File: config.mk
export PLATFORM = sky130hd
export DESIGN_NAME = hbsd_cell
export DESIGN_NICKNAME = d
export VERILOG_FILES = /design/src/rtl/hbsd_pkg.sv /design/src/rtl/hbsd_cell.sv
export SDC_FILE = /design/constraint.sdc
export NUM_CORES = 1
export LEC_CHECK = 0
export BUFFER_PORTS_ARGS = -buffer_cell sky130_fd_sc_hd__buf_2
export CAP_MARGIN = 25
export CELL_PAD_IN_SITES_DETAIL_PLACEMENT = 0
export CELL_PAD_IN_SITES_GLOBAL_PLACEMENT = 1
export CORE_AREA = 2 2 200 202
export DETAILED_ROUTE_END_ITERATION = 12
export DIE_AREA = 0 0 202 204
export PLACE_DENSITY = 0.84
export SLEW_MARGIN = 20
export SYNTH_ARGS = -nofsm -noshare
export SYNTH_HDL_FRONTEND = slang
export SYNTH_SLANG_ARGS = --single-unit
File: constraint.sdc
create_clock -name clk -period 4.96 [get_ports clk]
set_clock_uncertainty 0.1 [all_clocks]
set_input_delay 0.496 -clock clk [delete_from_list [all_inputs] [get_ports clk]]
set_output_delay 0.496 -clock clk [all_outputs]
set_load 0.01 [all_outputs]
File: src/rtl/hbsd_pkg.sv
// Package for the bit-serial Huffman decoder: sizes, opcodes, beat structs
// and the small compare helpers used by the table cells.
// Depends on nothing.
`timescale 1ns / 1ps

package hbsd_pkg;

  // Block sizes.
  localparam int MAX_CODE_LEN  = 32;
  localparam int TABLE_ENTRIES = 256;

  // Fixed field widths.
  localparam int OP_W   = 2;
  localparam int SYM_W  = 8;
  localparam int LEN_W  = 6;
  localparam int CODE_W = 32;

  // Pending counter holds 0 .. MAX_CODE_LEN.
  localparam int CNT_W      = $clog2(MAX_CODE_LEN + 1);
  localparam int LCMP_W     = (CNT_W > LEN_W) ? CNT_W : LEN_W;
  localparam int CODE_CMP_W = (CODE_W < MAX_CODE_LEN) ? CODE_W : MAX_CODE_LEN;

  // Table split into a row of cells with a few slots each.
  localparam int CELL_SLOTS = 8;
  localparam int SLOT_W     = $clog2(CELL_SLOTS);
  localparam int CELL_ID_W  = SYM_W - SLOT_W;
  localparam int NUM_CELLS  = (TABLE_ENTRIES + CELL_SLOTS - 1) / CELL_SLOTS;

  typedef enum logic [OP_W-1:0] {
    OP_CLEAR  = 2'd0,
    OP_LOAD   = 2'd1,
    OP_DECODE = 2'd2
  } opcode_t;

  typedef enum logic [1:0] {
    ST_IDLE,
    ST_SEARCH,
    ST_RESULT
  } state_t;

  // Input beat.
  typedef struct packed {
    opcode_t             opcode;
    logic [SYM_W-1:0]    entry_symbol;
    logic [LEN_W-1:0]    entry_length;
    logic [CODE_W-1:0]   entry_code;
    logic                stream_bit;
  } req_item_t;

  // Output beat.
  typedef struct packed {
    logic [SYM_W-1:0] symbol;
    logic             decode_error;
  } rsp_item_t;

  // Table write control broadcast to every cell.
  typedef struct packed {
    logic              clear;
    logic              load;
    logic [SYM_W-1:0]  sym;
    logic [LEN_W-1:0]  len;
    logic [CODE_W-1:0] code;
  } tbl_ctl_t;

  // Search token handed from cell to cell.
  typedef struct packed {
    logic                    valid;
    logic [MAX_CODE_LEN-1:0] bits;
    logic [CNT_W-1:0]        count;
    logic                    found;
    logic [SYM_W-1:0]        sym;
  } token_t;

  // True when a symbol addresses a slot that exists.
  function automatic logic in_table(input logic [SYM_W-1:0] sym);
    return (int'(sym) < TABLE_ENTRIES);
  endfunction

  // Stored length equals the pending count.
  function automatic logic len_match(input logic [LEN_W-1:0] len,
                                     input logic [CNT_W-1:0] count);
    return (LCMP_W'(len) == LCMP_W'(count));
  endfunction

  // Stored code brought to the pending string width.
  function automatic logic [MAX_CODE_LEN-1:0] code_ext(input logic [CODE_W-1:0] code);
    logic [MAX_CODE_LEN-1:0] r;
    r = '0;
    for (int i = 0; i < CODE_CMP_W; i++) begin
      r[i] = code[i];
    end
    return r;
  endfunction

  // Ones in the low count bits.
  function automatic logic [MAX_CODE_LEN-1:0] low_mask(input logic [CNT_W-1:0] count);
    logic [MAX_CODE_LEN-1:0] m;
    for (int i = 0; i < MAX_CODE_LEN; i++) begin
      m[i] = (i < int'(count));
    end
    return m;
  endfunction

endpackage

File: src/rtl/hbsd_cell.sv
// One cell of the code table: a few slots, their compare logic and the
// token register that hands the search to the next cell.
// Depends on hbsd_pkg.
`timescale 1ns / 1ps

module hbsd_cell (
  input  logic                           clk,
  input  logic                           rst,
  input  logic [hbsd_pkg::CELL_ID_W-1:0] cell_id,
  input  hbsd_pkg::tbl_ctl_t             ctl,
  input  hbsd_pkg::token_t               tok_prev,
  output hbsd_pkg::token_t               tok
);

  logic [hbsd_pkg::CELL_SLOTS-1:0] slot_valid;
  logic [hbsd_pkg::LEN_W-1:0]      slot_len  [hbsd_pkg::CELL_SLOTS];
  logic [hbsd_pkg::CODE_W-1:0]     slot_code [hbsd_pkg::CELL_SLOTS];

  logic                            we;
  logic [hbsd_pkg::SLOT_W-1:0]     wslot;
  logic [hbsd_pkg::CELL_SLOTS-1:0] hit;
  logic [hbsd_pkg::SLOT_W-1:0]     pick;
  hbsd_pkg::token_t                tok_next;

  // A load lands here when the upper symbol bits name this cell.
  assign wslot = ctl.sym[hbsd_pkg::SLOT_W-1:0];
  assign we    = ctl.load && (ctl.sym[hbsd_pkg::SYM_W-1:hbsd_pkg::SLOT_W] == cell_id)
                 && hbsd_pkg::in_table(ctl.sym);

  // Valid bits clear at reset and on a table clear.
  always_ff @(posedge clk) begin
    if (rst || ctl.clear) begin
      slot_valid <= '0;
    end else if (we) begin
      slot_valid[wslot] <= 1'b1;
    end
  end

  // Slot payload.
  always_ff @(posedge clk) begin
    if (we) begin
      slot_len[wslot]  <= ctl.len;
      slot_code[wslot] <= ctl.code;
    end
  end

  // Compare every slot against the token, lowest slot wins.
  always_comb begin
    for (int j = 0; j < hbsd_pkg::CELL_SLOTS; j++) begin
      hit[j] = slot_valid[j]
               && hbsd_pkg::len_match(slot_len[j], tok_prev.count)
               && ((hbsd_pkg::code_ext(slot_code[j]) & hbsd_pkg::low_mask(tok_prev.count))
                   == tok_prev.bits);
    end
    pick = '0;
    for (int j = hbsd_pkg::CELL_SLOTS - 1; j >= 0; j--) begin
      if (hit[j]) begin
        pick = hbsd_pkg::SLOT_W'(j);
      end
    end
    tok_next = tok_prev;
    if (tok_prev.valid && !tok_prev.found && (|hit)) begin
      tok_next.found = 1'b1;
      tok_next.sym   = {cell_id, pick};
    end
  end

  // Token register toward the next cell.
  always_ff @(posedge clk) begin
    if (rst) begin
      tok.valid <= 1'b0;
    end else begin
      tok <= tok_next;
    end
  end

endmodule

==> impl_metrics.py <==
metrics = {
    "outcome": {
        "status": "finished clean",
    },
    "worst_setup_path": {
        "endpoint_kind": "flip-flop",
        "critPathMaxFanout": 31,
        "path_delay_family": "compound AO/OA/AOI/OAI gates",
        "arrival_ns": 4.47,
        "regToRegStartpoint": "slot_code[7][28]",
        "critical-path-max-stage-delay_ns": 0.82,
        "endpoint": "tok[7]",
        "worstSetupStartpointType": "primary input",
        "crit_buf_inv": 1,
        "cpMostUsedCell": "or4_1",
        "cpMaxStageDelayCell": "o21ai_1",
        "reg2reg_setup_slack_ns": 1.16,
        "worstSetupStartpoint": "tok_prev[10]",
        "rr_worst_depth": 9,
        "path_class": "primary input to flip-flop",
        "crit_required_ns": 5.17,
        "crit_path_cell_trace": "buf_2 > o21ai_1 > a21oi_2 > a2111oi_0 > nand4b_1 > or4_1 > or4_1 > nand4_2 > o21ai_4 > mux2_4",
        "worst_r2r_endpoint": "tok[7]",
        "crit_cells": 10,
    },
    "drt": {
        "post_drt_wl_per_cell_um": 40.7,
        "ant_nets": 0,
        "detailedRoute.firstPassIterationCount": 8,
        "vias": 17286,
        "drt_iter0_drc": 3311,
        "vias_per_cell": 7.11,
        "routed_wirelength_mm": 99.0,
        "drc_errors": 0,
    },
    "timing": {
        "worstMarginPinSlew_ns": 1.10,
        "drv_slew": 0,
        "period_needed_ns": 4.25,
        "finalSetupTns_ns": 0,
        "setup_viol": 0,
        "hold_viol": 0,
        "finalCritPeriodShare_pct": 85.8,
        "rsz0062_at_grt": "false",
        "holdWs_ns": 0.0366,
        "fmax_mhz": 235,
        "slew_headroom_pct": 26.7,
    },
    "power_and_ir_drop": {
        "intPower_mw": 5.51,
        "switching_share_pct": 27.1,
        "seqPwrFrac_pct": 44.9,
        "clkPwrFrac_pct": 41.8,
        "power_leakage_nw": 7.64,
        "powerDensity_mw_per_mm2": 340,
        "vdd_drop_max_v": 0.000417,
        "switching_power_mw": 2.04,
        "combPwrFrac_pct": 13.3,
    },
    "cells_and_area": {
        "final_net_count": 1977,
        "final-seq-area_mm2": 0.0107,
        "drive_above_1_share_pct": 19.4,
        "area_growth_syn_to_layout_pct": 17.1,
        "final_area_mm2": 0.0222,
        "multi_input_area_mm2": 0.00772,
        "finish.utilization_pct": 56.7,
        "nFillCells": 3287,
    },
    "clock_tree": {
        "cts_resized": 0,
        "cts_hold_buf": 0,
        "clock-sinks": 360,
        "cts_tree": "built",
        "cts_buffers": 40,
        "ctsHtreeMaxLevel": 2,
        "clock_path_buffers": 3,
        "clkTransAtPathRegs_ns": 0.06,
        "clk_latency_ns": 0.59,
        "ctsRootBufferMaster": "clkbuf_16",
        "post_cts_buffers": 0,
    },
    "synth": {
        "synth_cell_types": 95,
        "synthTopCellsByArea": "edfxtp_1, xnor2_1, nand4_1",
        "synth.net_count": 1772,
        "synth_edf_count": 351,
        "synth_top_area_cell": "edfxtp_1",
        "ys_async_sr_fraction_pct": 0,
        "synthFlopType": "edfxtp_1",
        "synth_area_mm2": 0.0190,
        "ys_warn_count": 0,
        "ys_seq_area_share_pct": 56.5,
        "synth-seq-cells": 360,
        "avgSynthCellArea_um2": 11.4,
        "yosysMostFrequentCell": "edfxtp_1",
        "yosysTopAreaCellShare_pct": 55.6,
        "synthCells": 1669,
        "synth_common_cells": "edfxtp_1, nand2_1, nand4_1, o21ai_0, nand2b_1",
    },
    "floorplanning": {
        "ios": 151,
        "initial_core_util_pct": 48.4,
        "core_mm2": 0.0392,
        "dieArea_mm2": 0.0412,
        "die_x_um": 202,
        "die_y_um": 204,
        "rows": 73,
    },
    "placed_design": {
        "placed_cell_area_mm2": 0.0208,
        "dpl.hpwl_mm": 74.4,
        "port_buffers": 150,
        "globalplace.congestion": 1.13,
    },
    "global_route": {
        "gr-total-overflow": 0,
        "antenna_found_initial": 3,
        "grt_pass1_vias": 15914,
        "grt_pass1_wl_mm": 133,
        "grt_util_all_layers_pct": 47.9,
        "grt_max_degree": 66,
    },
    "worst_hold_path": {
        "min_path_type": "primary input to flip-flop",
    },
    "job": {
        "cap_violations": 0,
    },
}
==> power groups by stage <==
stage	Clock, mW	Sequential (mW)	Combinational (mW)
2_1_floorplan	0	3.47	0.424
3_3_place_gp	0	3.46	0.938
3_5_place_dp	0	3.46	0.938
4_1_cts	3.16	3.39	0.942
5_1_grt	3.26	3.39	1.01
6_report	3.15	3.39	1.00
==> registers in the layout (all words and copies together), names as in the netlist <==
| signal | count |
|---|---|
| slot_code | 256 |
| slot_len | 48 |
| tok | 48 |
| slot_valid | 8 |
==> layout make-up <==
type	instances	area share, %
Antenna cell	2	0.0225
Clock inverter	24	1.30
Sequential cell	360	48.3
Clock buffer	49	4.94
Tap cell	525	2.96
Multi-Input combinational cell	1182	34.8
Timing Repair Buffer	253	7.12
Inverter	37	0.625
==> cells in the final DEF (no fill, tap or decap), types with 8 or more instances in the layout <==
master     count
a2111oi_0     28
a211oi_1      17
a21boi_0      21
a21oi_1       43
a22oi_1       32
and2_1         9
and3_1        17
and4_1         8
buf_2        149
buf_4         99
clkbuf_16     42
dfxtp_1        9
edfxtp_1     351
inv_1         31
nand2_1      154
nand2b_1      84
nand3_1       82
nand3b_1      11
nand4_1      108
nor2_1        38
nor2b_1       16
nor3_1        22
nor3b_1        9
nor4_1        35
nor4b_1        9
o2111ai_1     10
o211ai_1       8
o21a_1        17
o21ai_0       95
o21ai_1        8
or4_1          9
xnor2_1       79
xor2_1        62
==> metrics by stage <==
step | worst slack (ns) | std cells | power [mW]
2_1_floorplan | 0.557 | 1669 | 3.90
3_3_place_gp | -0.0278 | 2355 | 4.39
3_5_place_dp | 0.347 | 2355 | 4.39
4_1_cts | 0.930 | 2428 | 7.49
5_1_grt | 0.746 | 2430 | 7.66
6_report | 0.705 | 2432 | 7.55
==> cells by family after synthesis <==
logic type	after synthesis	synth area share (%)
AO/OA/AOI/OAI	381	14.3
XOR/XNOR	141	6.51
buffers and inverters	127	3.13
flip-flops	360	56.5
multiplexers	6	0.376
AND/OR/NAND/NOR	654	19.1
==> per-layer routing <==
metal / track usage [%] / up-vias / wire [um]
met4: 32.5 / 2 / 8040
met5: 0 / - / 17
met2: 67.2 / 1621 / 40300
met3: 15.3 / 332 / 14700
li1: - / 6910 / -
met1: 63.3 / 8421 / 36000
==> how the worst min path moves through the flow <==
stage / startpoint / to / slack, ns / depth (start not counted)
after detailed placement: slot_valid[5] / slot_valid[5] / 0.38 / 1
after global routing: rst / tok[47] / 0.05 / 2
after global placement: slot_valid[5] / slot_valid[5] / 0.35 / 1
final: rst / tok[47] / 0.04 / 2
after floorplan: slot_valid[5] / slot_valid[5] / 0.33 / 1
after CTS: rst / tok[47] / 0.02 / 2
(Power assumes the default switching activity.)
